## src/hw/rtl/quadrature_encoder_step_divider_unit_assert.svh

```systemverilog
// ----------------------------------------------------------------------------
// Assertion macros for the quadrature encoder step divider
// Concurrent checks that compile away when SYNTH is defined.
// ----------------------------------------------------------------------------
`ifndef QUADRATURE_ENCODER_STEP_DIVIDER_UNIT_ASSERT_SVH
`define QUADRATURE_ENCODER_STEP_DIVIDER_UNIT_ASSERT_SVH

`ifndef SYNTH

`define QSD_ASSERT_SAME(label, clk, rst_n, ante, cons) \
    label: assert property (@(posedge clk) disable iff (!(rst_n)) (ante) |-> (cons)) \
        else $error("qsd assertion failed");

`define QSD_ASSERT_NEXT(label, clk, rst_n, ante, cons) \
    label: assert property (@(posedge clk) disable iff (!(rst_n)) (ante) |=> (cons)) \
        else $error("qsd assertion failed");

`else

`define QSD_ASSERT_SAME(label, clk, rst_n, ante, cons)

`define QSD_ASSERT_NEXT(label, clk, rst_n, ante, cons)

`endif

`endif

```

## src/hw/rtl/qsd_pkg.sv

```systemverilog
// ----------------------------------------------------------------------------
// Quadrature encoder step divider package
// Register indexes, field widths and reset values shared by the block.
// ----------------------------------------------------------------------------
package qsd_pkg;

    localparam int CountW    = 16;
    localparam int IntervalW = 15;
    localparam int PulseW    = 16;
    localparam int CfgDataW  = 16;
    localparam int CfgIdxW   = 2;

    typedef logic [CfgIdxW-1:0] t_cfg_idx;

    localparam t_cfg_idx CFG_STEP_INTERVAL = 2'd0;
    localparam t_cfg_idx CFG_THREAD_ENABLE = 2'd1;
    localparam t_cfg_idx CFG_PULSE_WIDTH   = 2'd2;

    localparam logic [IntervalW-1:0] STEP_INTERVAL_RST = 15'd100;
    localparam logic [PulseW-1:0]    PULSE_WIDTH_RST   = 16'd100;

endpackage

```

## src/hw/rtl/qsd_if.sv

```systemverilog
// ----------------------------------------------------------------------------
// Quadrature encoder step divider channels
// Valid/ready channels for encoder samples and step results.
// ----------------------------------------------------------------------------
interface qsd_in_if;
    logic valid;
    logic ready;
    logic line_a;
    logic line_b;

    modport source (output valid, output line_a, output line_b, input ready);
    modport sink (input valid, input line_a, input line_b, output ready);
endinterface

interface qsd_out_if;
    logic                                valid;
    logic                                ready;
    logic                                step_out;
    logic                                fired;
    logic signed [qsd_pkg::CountW-1:0]   position;

    modport source (output valid, output step_out, output fired, output position,
                    input ready);
    modport sink (input valid, input step_out, input fired, input position,
                  output ready);
endinterface

```

## src/hw/rtl/quadrature_encoder_step_divider_unit.sv

```systemverilog
// ----------------------------------------------------------------------------
// Quadrature encoder step divider
// Counts quadrature edges and issues motor step pulses every step_interval.
// ----------------------------------------------------------------------------
// Each sample of lines A and B is one transaction and yields one result
// transaction in the next cycle: step line level, fired flag and signed
// position count. Edge detection, interval compare, count update and pulse
// timer are combinational before the result register, so the block takes
// one sample per clock while results are taken; only the result register
// stalls the input. The user must write configuration registers through the
// plain write port only while idle; the block itself does not enforce this.
`include "quadrature_encoder_step_divider_unit_assert.svh"

module quadrature_encoder_step_divider_unit (
    input  logic                               i_clk,
    input  logic                               i_rst_n,
    input  logic                               i_cfg_we,
    input  qsd_pkg::t_cfg_idx                  i_cfg_idx,
    input  logic [qsd_pkg::CfgDataW-1:0]       i_cfg_data,
    qsd_in_if.sink                             i_item,
    qsd_out_if.source                          o_result
);

    logic [qsd_pkg::IntervalW-1:0] r_step_interval;
    logic                          r_thread_en;
    logic [qsd_pkg::PulseW-1:0]    r_pulse_width;

    logic                          r_last_a;
    logic                          r_last_b;
    logic [qsd_pkg::CountW-1:0]    r_count;
    logic [qsd_pkg::PulseW-1:0]    r_pulse_left;

    logic                          r_out_valid;
    logic                          r_out_step;
    logic                          r_out_fired;
    logic [qsd_pkg::CountW-1:0]    r_out_pos;

    logic                          accept;
    logic                          rise_a;
    logic                          rise_b;
    logic                          fire_a;
    logic                          fire_b;
    logic                          fire;
    logic [qsd_pkg::CountW-1:0]    count_a;
    logic [qsd_pkg::CountW-1:0]    base_b;
    logic [qsd_pkg::CountW-1:0]    n_count;
    logic [qsd_pkg::PulseW-1:0]    pulse_load;
    logic [qsd_pkg::PulseW-1:0]    pulse_cur;
    logic                          n_step;
    logic [qsd_pkg::PulseW-1:0]    n_pulse_left;

    assign i_item.ready = !r_out_valid || o_result.ready;
    assign accept       = i_item.valid && i_item.ready;

    assign rise_a = i_item.line_a && !r_last_a;
    assign rise_b = i_item.line_b && !r_last_b;

    always_comb begin
        fire_a  = rise_a && r_thread_en && !r_count[qsd_pkg::CountW-1]
                  && (r_count[qsd_pkg::IntervalW-1:0] >= r_step_interval);
        count_a = fire_a ? '0 : r_count;
        if (rise_a) begin
            count_a = i_item.line_b ? count_a - qsd_pkg::CountW'(1)
                                    : count_a + qsd_pkg::CountW'(1);
        end

        fire_b  = rise_b && r_thread_en && !count_a[qsd_pkg::CountW-1]
                  && (count_a[qsd_pkg::IntervalW-1:0] >= r_step_interval);
        base_b  = fire_b ? '0 : count_a;
        n_count = base_b;
        if (rise_b) begin
            n_count = i_item.line_a ? base_b + qsd_pkg::CountW'(1)
                                    : base_b - qsd_pkg::CountW'(1);
        end

        fire         = fire_a || fire_b;
        pulse_load   = (r_pulse_width == '0) ? qsd_pkg::PulseW'(1) : r_pulse_width;
        pulse_cur    = fire ? pulse_load : r_pulse_left;
        n_step       = (pulse_cur != '0);
        n_pulse_left = n_step ? pulse_cur - qsd_pkg::PulseW'(1) : pulse_cur;
    end

    always_ff @(posedge i_clk) begin
        if (!i_rst_n) begin
            r_step_interval <= qsd_pkg::STEP_INTERVAL_RST;
            r_thread_en     <= 1'b0;
            r_pulse_width   <= qsd_pkg::PULSE_WIDTH_RST;
        end else if (i_cfg_we) begin
            case (i_cfg_idx)
                qsd_pkg::CFG_STEP_INTERVAL: begin
                    r_step_interval <= i_cfg_data[qsd_pkg::IntervalW-1:0];
                end
                qsd_pkg::CFG_THREAD_ENABLE: begin
                    r_thread_en <= i_cfg_data[0];
                end
                qsd_pkg::CFG_PULSE_WIDTH: begin
                    r_pulse_width <= i_cfg_data[qsd_pkg::PulseW-1:0];
                end
                default: begin
                end
            endcase
        end
    end

    always_ff @(posedge i_clk) begin
        if (!i_rst_n) begin
            r_last_a     <= 1'b1;
            r_last_b     <= 1'b1;
            r_count      <= '0;
            r_pulse_left <= '0;
            r_out_valid  <= 1'b0;
        end else begin
            if (accept) begin
                r_last_a     <= i_item.line_a;
                r_last_b     <= i_item.line_b;
                r_count      <= n_count;
                r_pulse_left <= n_pulse_left;
                r_out_valid  <= 1'b1;
            end else if (o_result.ready) begin
                r_out_valid  <= 1'b0;
            end
        end
    end

    always_ff @(posedge i_clk) begin
        if (accept) begin
            r_out_step  <= n_step;
            r_out_fired <= fire;
            r_out_pos   <= n_count;
        end
    end

    assign o_result.valid    = r_out_valid;
    assign o_result.step_out = r_out_step;
    assign o_result.fired    = r_out_fired;
    assign o_result.position = $signed(r_out_pos);

    `QSD_ASSERT_SAME(a_fired_drives_step, i_clk, i_rst_n, o_result.valid && o_result.fired, o_result.step_out)
    `QSD_ASSERT_SAME(a_no_fire_when_disabled, i_clk, i_rst_n, accept && !r_thread_en, !fire)
    `QSD_ASSERT_NEXT(a_count_holds_without_edge, i_clk, i_rst_n, accept && !rise_a && !rise_b, r_count == $past(r_count))
    `QSD_ASSERT_NEXT(a_idle_pulse_stays_idle, i_clk, i_rst_n, accept && !fire && (r_pulse_left == '0), r_pulse_left == '0)

endmodule

```

## src/flat_wrapper.sv

```systemverilog
// flat-port wrapper written by rule: the top's interface ports become plain ports
module quadrature_encoder_step_divider_unit_flat 
  (i_clk, i_rst_n, i_cfg_we, i_cfg_idx, i_cfg_data, i_item_valid, i_item_line_a, i_item_line_b, i_item_ready, o_result_valid, o_result_step_out, o_result_fired, o_result_position, o_result_ready);
  qsd_in_if i_item_i ();
  qsd_out_if o_result_i ();
  input  logic i_clk;
  input  logic i_rst_n;
  input  logic i_cfg_we;
  input  qsd_pkg::t_cfg_idx i_cfg_idx;
  input  logic [qsd_pkg::CfgDataW-1:0] i_cfg_data;
  input wire logic [$bits(i_item_i.valid)-1:0] i_item_valid;
  input wire logic [$bits(i_item_i.line_a)-1:0] i_item_line_a;
  input wire logic [$bits(i_item_i.line_b)-1:0] i_item_line_b;
  output wire logic [$bits(i_item_i.ready)-1:0] i_item_ready;
  output wire logic [$bits(o_result_i.valid)-1:0] o_result_valid;
  output wire logic [$bits(o_result_i.step_out)-1:0] o_result_step_out;
  output wire logic [$bits(o_result_i.fired)-1:0] o_result_fired;
  output wire logic [$bits(o_result_i.position)-1:0] o_result_position;
  input wire logic [$bits(o_result_i.ready)-1:0] o_result_ready;
  assign i_item_i.valid = i_item_valid;
  assign i_item_i.line_a = i_item_line_a;
  assign i_item_i.line_b = i_item_line_b;
  assign i_item_ready = i_item_i.ready;
  assign o_result_valid = o_result_i.valid;
  assign o_result_step_out = o_result_i.step_out;
  assign o_result_fired = o_result_i.fired;
  assign o_result_position = o_result_i.position;
  assign o_result_i.ready = o_result_ready;
  quadrature_encoder_step_divider_unit u_core (.i_clk(i_clk), .i_rst_n(i_rst_n), .i_cfg_we(i_cfg_we), .i_cfg_idx(i_cfg_idx), .i_cfg_data(i_cfg_data), .i_item(i_item_i), .o_result(o_result_i));
endmodule
```

## config.mk

```make
export PLATFORM = sky130hd
export DESIGN_NAME = quadrature_encoder_step_divider_unit_flat
export DESIGN_NICKNAME = d
export VERILOG_FILES = /design/src/hw/rtl/qsd_pkg.sv /design/src/hw/rtl/qsd_if.sv /design/src/hw/rtl/quadrature_encoder_step_divider_unit.sv /design/src/flat_wrapper.sv
export VERILOG_INCLUDE_DIRS = /design/src /design/src/hw/rtl
export SDC_FILE = /design/constraint.sdc
export NUM_CORES = 1
export LEC_CHECK = 0
export BUFFER_PORTS_ARGS = -buffer_cell sky130_fd_sc_hd__buf_4
export CORE_MARGIN = 2
export CORE_UTILIZATION = 65
export CTS_CLUSTER_DIAMETER = 60
export CTS_CLUSTER_SIZE = 12
export DETAILED_ROUTE_END_ITERATION = 8
export PLACE_DENSITY = 0.95
export SYNTH_ARGS = -nofsm -noshare
export SYNTH_HDL_FRONTEND = slang
export SYNTH_SLANG_ARGS = --single-unit
```

## constraint.sdc

```tcl
create_clock -name i_clk -period 17.6 [get_ports i_clk]
set_input_delay 3.52 -clock i_clk [delete_from_list [all_inputs] [get_ports i_clk]]
set_output_delay 3.52 -clock i_clk [all_outputs]
set_load 0.01 [all_outputs]
```

==> results.tsv, run 1 <==
stage	metric	value	unit
run_status	status	completed	
pwr	p_leak	3.04	nW
routing	ant_nets	0	
routing	wirelength	17.5	mm
floorplanning	core_area	0.00982	mm^2
clock_network	clkLatencyLatePin	0.38	ns
clock_network	cts_max_level	3	
logic_synthesis	ys.flop_type	dfxtp_1	
logic_synthesis	synth_edf_count	18	
cells_and_area	finalNonFillerCells	1003	
cells_and_area	n_antenna_cell	0	
logic_synthesis	yosysSeqAreaShare	28.4	%
setup_path	rrSetupSlack	8.81	ns
clock_network	cts_resized	0	
setup_path	critPathRequiredTime	17.70	ns
hold_path	hp-start	u_core.r_step_interval[14]	
floorplanning	rows	36	
cells_and_area	fillCellCount	759	
timing	finalSetupViolCount	0	
timing	skew	0.0141	ns
pwr	power	0.790	mW
clock_network	cts.sinks	85	
timing	max_freq	0.0876	GHz
clock_network	cts_buffer_depth	2	
grt	grt.total_usage	32.4	%
setup_path	r2r-end	u_core.o_result.position[14]	
pwr	seqPwrFrac	32.7	%
clock_network	clockRootBuffer	clkbuf_8	
pwr	ir_worst_vdd	0.0590	mV
routing	drc	0	
placed_design	hpwl	12.4	mm
floorplanning	io_pins	45	
floorplanning	die-area	0.0110	mm^2
setup_path	slowest_stage	nor2b_1	
grt	overflow	0	
logic_synthesis	async_flop_share	0	%
floorplanning	start_util	67.5	%
grt	grt_max_degree	61	
setup_path	arrival	11.52	ns
timing	hold_viol	0	
logic_synthesis	synth_seq_cells	85	
cells_and_area	syn2layout_area_growth	8.82	%
floorplanning	die_h	105	um
setup_path	cp_common_cell	a21oi_1	
clock_network	clk_pin_slew	0.09	ns
cells_and_area	finalInstanceArea	0.00721	mm^2
timing	relSlewSlack	27.9	%
clock_network	cts_buffers	9	
floorplanning	die_w	105	um
timing	min_period	11.42	ns
placed_design	dpl_cell_area	0.00701	mm^2
setup_path	reg2reg_from	u_core.r_count[12]	
routing	drt_iter0_drc	595	
timing	rsz0062_at_grt	false	
logic_synthesis	synth-warning-count	0	
timing	fin_tns_setup	0	ns
routing	vias_per_cell	6.44	
clock_network	tritoncts	yes	
logic_synthesis	synth_cells	842	
cells_and_area	final_util	73.4	%
cells_and_area	seq_area	0.00188	mm^2
setup_path	cp-start-kind	input pin	
placed_design	pre_cts_slack	6.04	ns
logic_synthesis	postSynthAreaPerCell	7.87	um^2
routing	vias	6457	
setup_path	reg2reg_depth	38	
pwr	p_sw	0.326	mW
grt	first_global_vias	6043	
grt	antenna_found_initial	0	
timing	slew_violations	0	
timing	worst_pin_slew	1.08	ns
hold_path	hold_class	reg -> reg	
pwr	pwr-share-comb	48.4	%
run	drv_cap	0	
routing	routedWlPerCell	17.5	um
cells_and_area	multiInputGateArea	0.00444	mm^2
clock_network	hold_buffers	0	
timing	hold_slack	0.457	ns
placed_design	gp_congestion	0.952	
setup_path	worstSetupEndpoint	u_core.o_result.position[14]	
setup_path	path_max_fanout	17	
clock_network	post_cts_buffers	0	
pwr	clkPwrFrac	18.8	%
timing	worst_slack	6.18	ns
setup_path	critPathLaunch	i_item_line_a	
placed_design	placed_cells	987	
grt	grt_pass1_wl	28.9	mm
logic_synthesis	synth_area	0.00663	mm^2
pwr	sw_frac_of_total	41.3	%
logic_synthesis	synth_cell_types	80	
setup_path	worstSetupEndpointType	register	
timing	period_share	64.9	%
pwr	internal_power	0.464	mW
placed_design	io_buffers	44	
pwr	power_density	110	mW/mm^2
logic_synthesis	syn_nets	929	
cells_and_area	drive_above_1_share	10.8	%
cells_and_area	final_nets	952	
routing	drtPass1Iterations	6	
setup_path	slowest_delay	0.60	ns
setup_path	critPathKind	in -> reg	
## placed cells by master, fill, tap and decap left out, drive strengths merged, types with 13 or more instances in the layout
cell    Yosys  routed
a21o       13      13
a21oi      83      83
and2       17      17
buf         9      48
dfxtp      67      67
edfxtp     18      18
ha         60      60
inv        44      50
mux2i      30      30
nand2     131     131
nand3      21      21
nor2       60      60
nor3       13      13
o211ai     14      14
o21ai      47      47
xnor2      14      14
## sequential cells by signal, summed over array words and instances, names as in the netlist
| register | cells |
|---|---|
| u_core.o_result.fired | 1 |
| u_core.o_result.position | 16 |
| u_core.o_result.step_out | 1 |
| u_core.o_result.valid | 1 |
| u_core.r_count | 16 |
| u_core.r_last_a | 1 |
| u_core.r_last_b | 1 |
| u_core.r_pulse_left | 16 |
| u_core.r_pulse_width | 16 |
| u_core.r_step_interval | 15 |
| u_core.r_thread_en | 1 |
## area by class of cell
| class | count | area share [%] |
|---|---|---|
| multi-input cells | 677 | 61.5 |
| flip-flops and latches | 85 | 26.1 |
| repair buffers | 48 | 5.00 |
| well taps | 133 | 2.31 |
| inverters | 44 | 2.29 |
| clock buffers | 9 | 1.72 |
| clock inverters | 7 | 1.08 |
## synth_stat cells, types with 11 or more instances
master      n  area share [%]
nand2_1   131             7.4
a21oi_1    82             6.2
dfxtp_1    67              20
ha_1       60              11
nor2_1     59             3.3
inv_1      43             2.4
o21ai_0    37             2.8
mux2i_1    30             4.5
clkbuf_1   27             1.5
nand3_1    21             1.6
edfxtp_1   18             8.2
and2_1     17             1.6
xnor2_1    14             1.9
nor3_1     13            0.98
o211ai_1   13             1.5
a21o_1     12             1.4
a31oi_1    11             1.0
## power groups by stage
stage / registers, mW / logic [mW] / clock network (mW)
floorplan: 0.254 / 0.297 / 0
global placement: 0.260 / 0.357 / 0
detailed placement: 0.261 / 0.368 / 0
CTS: 0.257 / 0.374 / 0.149
global route: 0.263 / 0.418 / 0.156
finish: 0.259 / 0.382 / 0.149
## critical path, delay by kind of cell
kind,cells,cell delay [ns]
AOI/OAI and AO/OA,20,4.17
xor gates and xnor gates,2,0.21
adders and majority gates,3,1.13
buffers and inverters,3,0.27
and+or+nand+nor,10,2.18
## worst min path at each step
stage	end	cells after the start	slack, ns
after global placement	u_core.r_step_interval[9]	2	0.44
final	u_core.r_step_interval[14]	2	0.46
after CTS	u_core.r_step_interval[14]	2	0.46
after global routing	u_core.r_step_interval[9]	2	0.48
after detailed placement	u_core.r_step_interval[13]	2	0.45
after floorplan	u_core.r_pulse_width[0]	2	0.44
## kinds of logic after synthesis
kind of cell	count (synthesis)	share of synthesized area [%]
and+or+nand+nor	324	23.4
DFF	85	28.4
xor gates and xnor gates	23	3.04
adders and majority gates	62	11.9
buffers and inverters	80	4.74
muxes	37	5.78
AOI/OAI and AO/OA	231	22.7
## layer usage
metal,vias up,wire length [um],track usage (%)
met3,48,1730,6.67
li1,3092,-,-
met2,327,7830,50.4
met1,2990,7390,43.7
met4,0,567,13.2
met5,-,0,0
Note: power is estimated with default switching activity, not from simulation.
==> run 2, diff against run 1 <==
--- a/config.mk
+++ b/config.mk
@@ -8,11 +8,11 @@
 export LEC_CHECK = 0
 export BUFFER_PORTS_ARGS = -buffer_cell sky130_fd_sc_hd__buf_4
 export CORE_MARGIN = 2
-export CORE_UTILIZATION = 65
+export CORE_UTILIZATION = 62
 export CTS_CLUSTER_DIAMETER = 60
 export CTS_CLUSTER_SIZE = 12
 export DETAILED_ROUTE_END_ITERATION = 8
-export PLACE_DENSITY = 0.95
+export PLACE_DENSITY = 0.91
 export SYNTH_ARGS = -nofsm -noshare
 export SYNTH_HDL_FRONTEND = slang
 export SYNTH_SLANG_ARGS = --single-unit
==> constraint.sdc (replaced) <==
create_clock -name i_clk -period 11.4 [get_ports i_clk]
set_input_delay 2.28 -clock i_clk [delete_from_list [all_inputs] [get_ports i_clk]]
set_output_delay 2.28 -clock i_clk [all_outputs]
set_load 0.01 [all_outputs]
==> results.tsv, run 2 (synthesized netlist as in run 1, its figures left out) <==
stage	metric	value	unit	change
clock_network	cts_buffers	9		unchanged
floorplanning	core_area	0.0104	mm^2	+5.6%
routing	vias_per_cell	6.42		-0.23%
routing	drtPass1Iterations	5		-1
timing	hold_slack	0.458	ns	+0.00102 ns
cells_and_area	final_cell_mix	nand2_1 (131), a21oi_1 (82), dfxtp_1 (67)		
grt	grt_max_degree	61		unchanged
floorplanning	die_w	107	um	+2.3%
routing	vias	6468		+0.17%
clock_network	clockRootBuffer	clkbuf_8		
setup_path	cp-start-kind	input pin		
pwr	p_leak	3.05	nW	+0.26%
setup_path	cp_common_cell	a21oi_1		
setup_path	critPathKind	in -> reg		
grt	grt_pass1_wl	28.4	mm	-1.8%
setup_path	slowest_delay	0.59	ns	about the same
clock_network	cts.sinks	85		unchanged
setup_path	arrival	10.64	ns	-0.88 ns
timing	worst_pin_slew	1.01	ns	-0.0683 ns
clock_network	clk_pin_slew	0.09	ns	about the same
clock_network	hold_buffers	0		unchanged
routing	wl_met1	7.47	mm	+1.1%
grt	grt.total_usage	30.9	%	-1.4 points
setup_path	critPathRequiredTime	11.49	ns	-6.21 ns
cells_and_area	drive_above_1_share	10.9	%	+0.10 points
clock_network	clkLatencyLatePin	0.38	ns	about the same
timing	max_freq	0.0948	GHz	
cells_and_area	syn2layout_area_growth	9.10	%	
placed_design	hpwl	12.4	mm	-0.15%
grt	first_global_vias	5791		-4.2%
timing	period_share	92.6	%	
timing	hold_viol	0		unchanged
floorplanning	io_pins	45		unchanged
routing	dr_wl_met3	1.89	mm	+9.1%
clock_network	cts_max_level	3		unchanged
timing	min_period	10.55	ns	
clock_network	cts_resized	0		unchanged
routing	ant_nets	0		unchanged
timing	slew_violations	0		unchanged
placed_design	placed_cells	991		+0.41%
setup_path	worstSetupEndpointType	register		
timing	fin_tns_setup	0	ns	unchanged
grt	overflow	0		unchanged
routing	top_layer	met4		
floorplanning	start_util	63.9	%	-3.6 points
cells_and_area	fillCellCount	809		+6.6%
routing	routedWlPerCell	17.0	um	-2.5%
routing	drt_iter0_drc	830		+39%
setup_path	path_max_fanout	17		unchanged
floorplanning	die_h	107	um	+2.3%
timing	relSlewSlack	32.2	%	+4.4 points
clock_network	tritoncts	yes		
cells_and_area	final_common_cell	nand2_1		
run_status	status	completed		
routing	route.met2.wl	7.40	mm	-5.5%
hold_path	hold_class	reg -> reg		
placed_design	gp_congestion	0.969		+1.8%
run	drv_cap	0		unchanged
clock_network	post_cts_buffers	0		unchanged
grt	antenna_found_initial	0		unchanged
routing	wirelength	17.2	mm	-2.1%
floorplanning	die-area	0.0115	mm^2	+4.7%
cells_and_area	n_antenna_cell	0		unchanged
pwr	ir_worst_vdd	0.116	mV	+97%
timing	skew	0.0120	ns	-0.00211 ns
clock_network	cts_buffer_depth	2		unchanged
setup_path	slowest_stage	nor2b_1		
routing	drc	0		unchanged
cells_and_area	final_nets	953		+0.11%
floorplanning	rows	37		+2.8%
pwr	power_density	169	mW/mm^2	+54%
cells_and_area	finalNonFillerCells	1007		+0.40%
placed_design	io_buffers	44		unchanged
timing	finalSetupViolCount	0		unchanged
cells_and_area	final_util	69.7	%	-3.7 points
timing	rsz0062_at_grt	false		
## run 2: cell types whose count changed in the layout (fill, tap and decap cells not counted), sizes merged
cell / before / now
buf: 48 / 49
## run 2: stage by stage
step	setup WS, ns	instance area (um^2)	power [mW]
2_1_floorplan	2.22	6630	0.851
3_3_place_gp	1.28	7020	0.954
3_5_place_dp	0.866	7020	0.973
4_1_cts	1.12	7230	1.21
5_1_grt	0.241	7230	1.30
6_report	0.848	7230	1.22
## run 2: path summary, 6_finish.rpt
path	from	end	slack, ns	depth (start not counted)
setup / recovery	i_item_line_a	u_core.o_result.position[14]	0.85	38
hold / removal	u_core.r_step_interval[9]	u_core.r_step_interval[9]	0.46	2
setup reg to reg	u_core.r_count[12]	u_core.o_result.position[14]	2.31	38
hold reg to reg	u_core.r_step_interval[9]	u_core.r_step_interval[9]	0.46	2
## run 2: worst max-delay path: cells and delay by family
family	cells	cell delay (ns)
AO/OA/AOI/OAI	20	4.46
XOR/XNOR	2	0.22
adder cells (fa/ha/maj)	3	1.14
buffers and inverters	3	0.29
AND/OR/NAND/NOR	10	2.27
## run 2: final cells by class
class                      count  area [um^2]  share of cell area, %
clock buffer                   9          124                   1.71
clock inverter                 7         85.1                   1.18
inverter                      44          165                   2.28
multi-input combinational    677         4440                   61.4
sequential                    85         1880                   26.0
tap                          136          170                   2.35
timing repair buffer          49          368                   5.09
## run 2: metal layers
layer | up-vias | GRT usage [%]
met5 | - | 0
met4 | 0 | 10.3
met3 | 41 | 6.72
met2 | 367 | 47.0
met1 | 2971 | 43.7
li1 | 3089 | -
## run 2: power by group
part / internal, mW / switching (mW)
registers: 0.354 / 0.0459
clock network: 0.107 / 0.129
logic: 0.257 / 0.326
